## src/design/hsv2rgb_pkg.sv

```systemverilog
// shared types, widths and helpers for the hsv to rgb converter
// no dependencies; used by the top level, the channel scaler and the checker
package hsv2rgb_pkg;

  localparam int FRAC_BITS  = 12;                 // fraction bits of saturation and value
  localparam int UNIT_W     = FRAC_BITS + 1;      // clamped 0..1 inclusive
  localparam int ONE        = 1 << FRAC_BITS;
  localparam int PROD_W     = 2 * FRAC_BITS + 1;  // chroma and offset, 0..2^(2F)
  localparam int NUM_W      = 2 * FRAC_BITS + 6;  // channel numerator, below 64*2^(2F)
  localparam int SCALED_W   = NUM_W + 5;          // numerator times 17
  localparam int OUT_LSB    = 2 * FRAC_BITS + 2;  // 255/60 = 17/4, so shift by 2F+2

  localparam int HUE_W      = 16;
  localparam int HUE_RECIP  = 46604;              // ceil(2^24 / 360), exact for 16-bit hue
  localparam int HUE_SHIFT  = 24;
  localparam int QUOT_W     = 8;                  // hue / 360 is at most 182
  localparam int DEG_W      = 9;
  localparam int DEG_FULL   = 360;
  localparam int DEG_SECTOR = 60;
  localparam int TRI_W      = 6;                  // triangle weight 0..60

  localparam int PIPE_DEPTH = 5;                  // depth of the pipeline, from accept edge to result strobe

  typedef struct packed {
    logic [15:0]        hue;
    logic signed [15:0] saturation;
    logic signed [15:0] brightness;
  } hsv_t;

  typedef struct packed {
    logic [7:0] red;
    logic [7:0] green;
    logic [7:0] blue;
  } rgb_t;

  // clamp a signed fixed-point fraction to 0..1
  function automatic logic [UNIT_W-1:0] clamp_unit(input logic signed [15:0] raw);
    logic [16:0] mag;
    mag = {2'b00, raw[14:0]};
    if (raw[15]) begin
      return '0;
    end else if (mag > 17'(ONE)) begin
      return UNIT_W'(ONE);
    end else begin
      return UNIT_W'(mag);
    end
  endfunction

endpackage

```

## src/design/hsv2rgb_scale.sv

```systemverilog
// one colour channel: adds the offset numerator and scales by 255/60 with truncation
// depends on hsv2rgb_pkg
module hsv2rgb_scale (
  input  logic [hsv2rgb_pkg::NUM_W-1:0] base,
  input  logic [hsv2rgb_pkg::NUM_W-1:0] offset,
  output logic [7:0]                    level
);
  import hsv2rgb_pkg::*;

  logic [NUM_W-1:0]    sum;
  logic [SCALED_W-1:0] scaled;

  // sum never exceeds 60 * 2^(2F), so no carry out
  assign sum    = base + offset;
  // 255 / (60 * 2^2F) = 17 / 2^(2F+2)
  assign scaled = (SCALED_W'(sum) << 4) + SCALED_W'(sum);
  assign level  = scaled[OUT_LSB+7:OUT_LSB];

endmodule

```

## src/design/hsv_to_rgb_converter.sv

```systemverilog
// hsv to rgb converter top level: five-stage pipeline, one item per cycle
// depends on hsv2rgb_pkg and hsv2rgb_scale
//
//  channel   signals             direction  transfer
//  --------  ------------------  ---------  ------------------------------------
//  input     start, busy, hsv    in         taken at an edge with start high, busy low
//  result    done, rgb           out        shown for one cycle, marked by done
//
// an item can be taken in every cycle; busy is never raised
// each result passes through one register stage per step: hue reciprocal
//   multiply, chroma multiply, sector pick, numerator
//   multiplies, channel scale
// rst (synchronous) clears only the valid bits; items in flight are dropped
// the receiver cannot stall, so the pipeline never holds
module hsv_to_rgb_converter (
  input  logic              clk,
  input  logic              rst,
  input  logic              start,
  input  hsv2rgb_pkg::hsv_t hsv,
  output logic              busy,
  output logic              done,
  output hsv2rgb_pkg::rgb_t rgb
);
  import hsv2rgb_pkg::*;

  typedef enum logic [2:0] {
    SEC_RY,  // red to yellow
    SEC_YG,  // yellow to green
    SEC_GC,  // green to cyan
    SEC_CB,  // cyan to blue
    SEC_BM,  // blue to magenta
    SEC_MR   // magenta to red
  } sector_t;

  // valid bits, one per stage
  logic v1, v2, v3, v4;

  // stage 1: clamped fractions and hue quotient
  logic [HUE_W-1:0]  hue1;
  logic [QUOT_W-1:0] quot1;
  logic [UNIT_W-1:0] sat1, val1;

  // stage 2: reduced hue, chroma, scaled value
  logic [DEG_W-1:0]  deg2;
  logic [PROD_W-1:0] chroma2, vfull2;

  // stage 3: sector, triangle weight, chroma and offset
  sector_t           sector3;
  logic [TRI_W-1:0]  tri3;
  logic [PROD_W-1:0] chroma3, offs3;

  // stage 4: numerators over 60 * 2^(2F)
  sector_t           sector4;
  logic [NUM_W-1:0]  xn4, cn4, mn4;

  // combinational signals
  logic [31:0]       hue_prod;
  logic [16:0]       deg_full;
  sector_t           sector;
  logic [DEG_W-1:0]  deg_base;
  logic              falling;
  logic [DEG_W-1:0]  deg_off;
  logic [TRI_W-1:0]  tri_w;
  logic [NUM_W-1:0]  base_r, base_g, base_b;
  logic [7:0]        lvl_r, lvl_g, lvl_b;

  // the pipeline never pushes back
  assign busy = 1'b0;

  // hue / 360 by reciprocal: the error stays below 1/360 of a unit, so it never
  // crosses an integer for a 16-bit hue
  assign hue_prod = 32'(hsv.hue) * 32'(HUE_RECIP);

  // hue mod 360 from the stored quotient
  assign deg_full = 17'(hue1) - (17'(quot1) * 17'(DEG_FULL));

  // sector pick: borders belong to the higher sector
  always_comb begin
    if (deg2 < DEG_W'(60)) begin
      sector = SEC_RY;
    end else if (deg2 < DEG_W'(120)) begin
      sector = SEC_YG;
    end else if (deg2 < DEG_W'(180)) begin
      sector = SEC_GC;
    end else if (deg2 < DEG_W'(240)) begin
      sector = SEC_CB;
    end else if (deg2 < DEG_W'(300)) begin
      sector = SEC_BM;
    end else begin
      sector = SEC_MR;
    end
  end

  // triangle weight 60 - |(h mod 120) - 60|: rising in even sectors, falling in odd
  always_comb begin
    case (sector)
      SEC_RY:  begin deg_base = DEG_W'(0);   falling = 1'b0; end
      SEC_YG:  begin deg_base = DEG_W'(60);  falling = 1'b1; end
      SEC_GC:  begin deg_base = DEG_W'(120); falling = 1'b0; end
      SEC_CB:  begin deg_base = DEG_W'(180); falling = 1'b1; end
      SEC_BM:  begin deg_base = DEG_W'(240); falling = 1'b0; end
      SEC_MR:  begin deg_base = DEG_W'(300); falling = 1'b1; end
      default: begin deg_base = DEG_W'(0);   falling = 1'b0; end
    endcase
    deg_off = deg2 - deg_base;
    tri_w   = falling ? (TRI_W'(DEG_SECTOR) - deg_off[TRI_W-1:0]) : deg_off[TRI_W-1:0];
  end

  // place chroma, x and zero on the channels
  always_comb begin
    case (sector4)
      SEC_RY:  begin base_r = cn4; base_g = xn4; base_b = '0;  end
      SEC_YG:  begin base_r = xn4; base_g = cn4; base_b = '0;  end
      SEC_GC:  begin base_r = '0;  base_g = cn4; base_b = xn4; end
      SEC_CB:  begin base_r = '0;  base_g = xn4; base_b = cn4; end
      SEC_BM:  begin base_r = xn4; base_g = '0;  base_b = cn4; end
      SEC_MR:  begin base_r = cn4; base_g = '0;  base_b = xn4; end
      default: begin base_r = '0;  base_g = '0;  base_b = '0;  end
    endcase
  end

  hsv2rgb_scale u_scale_r (.base(base_r), .offset(mn4), .level(lvl_r));
  hsv2rgb_scale u_scale_g (.base(base_g), .offset(mn4), .level(lvl_g));
  hsv2rgb_scale u_scale_b (.base(base_b), .offset(mn4), .level(lvl_b));

  // valid bits
  always_ff @(posedge clk) begin
    if (rst) begin
      v1   <= 1'b0;
      v2   <= 1'b0;
      v3   <= 1'b0;
      v4   <= 1'b0;
      done <= 1'b0;
    end else begin
      v1   <= start & ~busy;
      v2   <= v1;
      v3   <= v2;
      v4   <= v3;
      done <= v4;
    end
  end

  // payload stages, no reset
  always_ff @(posedge clk) begin
    // stage 1
    hue1    <= hsv.hue;
    quot1   <= hue_prod[HUE_SHIFT+QUOT_W-1:HUE_SHIFT];
    sat1    <= clamp_unit(hsv.saturation);
    val1    <= clamp_unit(hsv.brightness);
    // stage 2: chroma c = v * s, and v scaled to the same fraction
    deg2    <= deg_full[DEG_W-1:0];
    chroma2 <= PROD_W'(sat1) * PROD_W'(val1);
    vfull2  <= PROD_W'(val1) << FRAC_BITS;
    // stage 3: offset m = v - c
    sector3 <= sector;
    tri3    <= tri_w;
    chroma3 <= chroma2;
    offs3   <= vfull2 - chroma2;
    // stage 4: numerators
    sector4 <= sector3;
    xn4     <= NUM_W'(chroma3) * NUM_W'(tri3);
    cn4     <= NUM_W'(chroma3) * NUM_W'(DEG_SECTOR);
    mn4     <= NUM_W'(offs3) * NUM_W'(DEG_SECTOR);
    // stage 5: result
    rgb.red   <= lvl_r;
    rgb.green <= lvl_g;
    rgb.blue  <= lvl_b;
  end

endmodule

```

## config.mk

```make
export PLATFORM = sky130hd
export DESIGN_NAME = hsv_to_rgb_converter
export DESIGN_NICKNAME = d
export VERILOG_FILES = /design/src/design/hsv2rgb_pkg.sv /design/src/design/hsv2rgb_scale.sv /design/src/design/hsv_to_rgb_converter.sv
export SDC_FILE = /design/constraint.sdc
export NUM_CORES = 2
export LEC_CHECK = 0
export ABC_AREA = 1
export BUFFER_PORTS_ARGS = -buffer_cell sky130_fd_sc_hd__buf_2
export CAP_MARGIN = 30
export CORE_MARGIN = 2
export CORE_UTILIZATION = 55
export CTS_CLUSTER_SIZE = 16
export DETAILED_ROUTE_END_ITERATION = 6
export PLACE_DENSITY = 0.71
export SKIP_LAST_GASP = 1
export SYNTH_ARGS = -nofsm -noshare
export SYNTH_HDL_FRONTEND = slang
export SYNTH_SLANG_ARGS = --single-unit
export TNS_END_PERCENT = 100
```

## constraint.sdc

```tcl
create_clock -name clk -period 6.9 [get_ports clk]
set_input_delay 0.345 -clock clk [delete_from_list [all_inputs] [get_ports clk]]
set_output_delay 0.345 -clock clk [all_outputs]
set_load 0.005 [all_outputs]
```

==> reports/metrics.yaml <==
outcome: "completed"
finalCritPeriodShare_pct: 79.4
worst_path_most_repeated_cell: "sky130_fd_sc_hd__nand2_1"
ctsRootBufferMaster: "sky130_fd_sc_hd__clkbuf_16"
holdCritStartpoint: "hsv[12]"
postSynthNetCount: 5255
worst_pin_slew_ns: 0.989
core_um2: 60600
fp.dieW_um: 252
cts_buffer_depth: 3
post_drt_wl_per_cell_um: 16.6
tritoncts: "done"
timing.setup.tns_ns: 0
number_of_antenna_violations_at_the_first_check_in_global_routing: 0
layout_min_cycle_time_ns: 5.48
sort_of_element_at_the_start_of_the_critical_path: "flop"
ys_async_sr_fraction_pct: 0
critical_path.max_stage_delay_ns: 0.54
grt.total_usage_pct: 28.0
residual_drc_count: 0
synthFlopType: "sky130_fd_sc_hd__dfxtp_1"
multi_input_area_um2: 25200
fmax_mhz: 182
worstSetupStartpoint: "sector4[0]"
worstPathMaxFanout: 30
setup_viol_count_final: 0
post_route_cells_drive_above_1_share_pct: 4.99
fill_cells: 5533
cp_data_arrival_time_ns: 5.96
post-route-cell-area_um2: 36500
irDropWorstVdd_v: 0.000264
via_total_after_detailed_routing: 28700
cts-buffers-inserted: 31
placement.cell_area_um2: 35000
fin_hold_ws_ns: 0.0795
synthesis.yosys.warnings: 0
gp_routability_congestion: 0.971
boundaryPins: 77
grt_max_degree: 31
die_area_um2: 63400
seqCellArea_um2: 5270
latest_clock_arrival_within_the_worst_skew_pair_ns: 0.61
worstPathRequired_ns: 7.38
place_hpwl_um: 73500
crit_path_top_delay_cell: "sky130_fd_sc_hd__nand2_1"
leakagePower_nw: 19.9
areaGrowthSynthToFinish_pct: 7.97
mostFrequentLayoutCells: "976 x sky130_fd_sc_hd__nand2_1, 826 x sky130_fd_sc_hd__inv_1, 453 x sky130_fd_sc_hd__ha_1"
number_of_vias_per_cell_after_detailed_routing: 5.43
tritoncts_num_sinks: 263
holdCritPathClass: "in2reg"
synth_area_um2: 33800
finish.cell_count_without_fillers: 5289
cell_variety_after_synth: 59
max_slew_margin_vs_limit_pct: 34.0
ys_seq_area_share_pct: 15.6
diodes_inserted: 0
count_of_buffers_from_port_buffering: 75
syn-mean-instance-area_um2: 7.70
std_cell_rows: 90
r2r-start: "sector4[0]"
layout_commonest_cell: "sky130_fd_sc_hd__nand2_1"
grt_first_pass_wirelength_um: 143000
detail-route-antenna-nets: 0
grt_pass1_vias: 28600
max_cap_viol_count: 0
pwr_density_cell_nw_per_um2: 379
dp.cells: 5192
gate_count_post_synth: 4387
clock_skew_ns: 0.0165
cts-htree-levels: 1
setup.worst_path.class: "reg2reg"
yosys_register_bits: 263
detail_route.first_pass.iterations: 6
fp.dieH_um: 252
cts_hold_buf: 40
nNetsFinal: 5351
postRouteWirelength_um: 87800
hold_viol_final: 0
start_util_pct: 55.8
maxSlewViolCount: 0
post_cts_setup_buffers: 0
clkTransAtPathRegs_ns: 0.06
rsz_0062_raised_after_global_routing: "no"
worstSetupEndpointType: "flop"
grt_remaining_overflow: 0
postCtsResizedCells: 0
synth_enable_flop_cells: 0
drt_iter0_drc: 1647
-- where the power goes --
group          switching, mW  internal, mW
clock                  0.748         0.978
sequential             0.425          1.89
combinational           6.12          3.67
total                   7.29          6.54
-- flip-flops by register name, summed over array words and instances, names as in the netlist --
register / count
v3: 1
mn4: 28
chroma3: 24
deg2: 9
vfull2: 13
sector4: 3
done: 1
v2: 1
rgb: 24
quot1: 6
sat1: 13
offs3: 25
hue1: 9
val1: 13
v4: 1
v1: 1
sector3: 3
chroma2: 25
xn4: 30
tri3: 6
cn4: 27
-- synthesized netlist by cell type (3+ instances only) --
cell type                   instances  area [µm²]
sky130_fd_sc_hd__o21bai_1           9        67.6
sky130_fd_sc_hd__o21ai_1           14        70.1
sky130_fd_sc_hd__nor3_1            25         125
sky130_fd_sc_hd__o2111ai_1          6        52.6
sky130_fd_sc_hd__nand3_2            9        90.1
sky130_fd_sc_hd__a211oi_1           7        52.6
sky130_fd_sc_hd__a21o_1            25         188
sky130_fd_sc_hd__o31ai_1            5        37.5
sky130_fd_sc_hd__inv_2              7        26.3
sky130_fd_sc_hd__a21oi_2            6        52.6
sky130_fd_sc_hd__o22ai_1           83         519
sky130_fd_sc_hd__a221oi_1           4        35.0
sky130_fd_sc_hd__o21a_1            15         113
sky130_fd_sc_hd__nand2_1          976        3660
sky130_fd_sc_hd__nand4_1           41         257
sky130_fd_sc_hd__a31oi_1           27         169
sky130_fd_sc_hd__a21boi_1           3        22.5
sky130_fd_sc_hd__a21boi_0           6        45.0
sky130_fd_sc_hd__o21ai_2            4        35.0
sky130_fd_sc_hd__nand3b_1           7        52.6
sky130_fd_sc_hd__o21ai_0          128         641
sky130_fd_sc_hd__o211ai_1          11        82.6
sky130_fd_sc_hd__dfxtp_1          263        5270
sky130_fd_sc_hd__nor2_2            10        62.6
sky130_fd_sc_hd__nor4_1            27         169
sky130_fd_sc_hd__nand2_4            5        56.3
sky130_fd_sc_hd__nand3_1          134         671
sky130_fd_sc_hd__o221ai_1           4        35.0
sky130_fd_sc_hd__nor2_1           224         841
sky130_fd_sc_hd__nor3_2             3        30.0
sky130_fd_sc_hd__xnor2_1           85         744
sky130_fd_sc_hd__a21oi_1          308        1540
sky130_fd_sc_hd__inv_1            826        3100
sky130_fd_sc_hd__fa_1             364        7290
sky130_fd_sc_hd__ha_1             453        5670
sky130_fd_sc_hd__xor2_1           145        1270
sky130_fd_sc_hd__clkbuf_1          59         221
sky130_fd_sc_hd__nand2_2           30         188
-- worst max-delay path, delay by kind of cell (launching register included) --
| family | cells | cell delay (ns) |
|---|---|---|
| AO/OA/AOI/OAI | 8 | 1.68 |
| adder cells (fa/ha/maj) | 3 | 1.00 |
| flip-flops | 1 | 0.32 |
| AND/OR/NAND/NOR | 11 | 1.85 |
| XOR/XNOR | 2 | 0.22 |
| buffers and inverters | 4 | 0.27 |
-- cell families (layout without fill, tap and decap cells) --
kind of cell	after synthesis	in the layout	synth area share [%]
AND/OR/NAND/NOR	1501	1501	18.6
buffers and inverters	897	1017	9.98
adder cells (fa/ha/maj)	817	817	38.3
AO/OA/AOI/OAI	676	676	11.4
flip-flops	263	263	15.6
XOR/XNOR	232	232	6.06
other	1	1	0.0111
-- path summary, 6_finish.rpt --
check             endpoint  slack, ns  cells past startpoint
setup / recovery   rgb[22]       1.42                     28
hold reg to reg    deg2[0]       0.34                      0
setup reg to reg   rgb[22]       1.42                     28
hold / removal    val1[12]       0.08                      3
-- final cells by class --
type	instances	area share [%]
clock buffer	34	2.21
clock inverter	23	0.724
timing repair buffer	126	2.43
multi-input combinational	3227	68.9
tap	782	2.68
inverter	834	8.58
sequential	263	14.4
-- per-stage QoR --
| step | setup slack, ns | total power [mW] | utilization (%) |
|---|---|---|---|
| 6_report | 1.42 | 13.8 | 60.2 |
| 5_1_grt | 0.897 | 15.3 | 60.2 |
| 4_1_cts | 1.45 | 13.8 | 60.2 |
| 3_5_place_dp | 1.52 | 12.0 | 57.8 |
| 3_3_place_gp | 1.63 | 11.9 | 57.7 |
| 2_1_floorplan | 1.87 | 9.67 | - |
-- routing by layer --
| metal | part of all wire, % | GRT usage (%) | wire, µm | vias up |
|---|---|---|---|---|
| li1 | - | - | - | 14200 |
| met1 | 42 | 34.7 | 36800 | 13500 |
| met2 | 50 | 50.8 | 43600 | 771 |
| met3 | 4.6 | 2.79 | 4060 | 174 |
| met4 | 3.7 | 9.84 | 3290 | 0 |
| met5 | 0 | 0 | 0 | - |
Note: power is estimated with default switching activity, not from simulation.
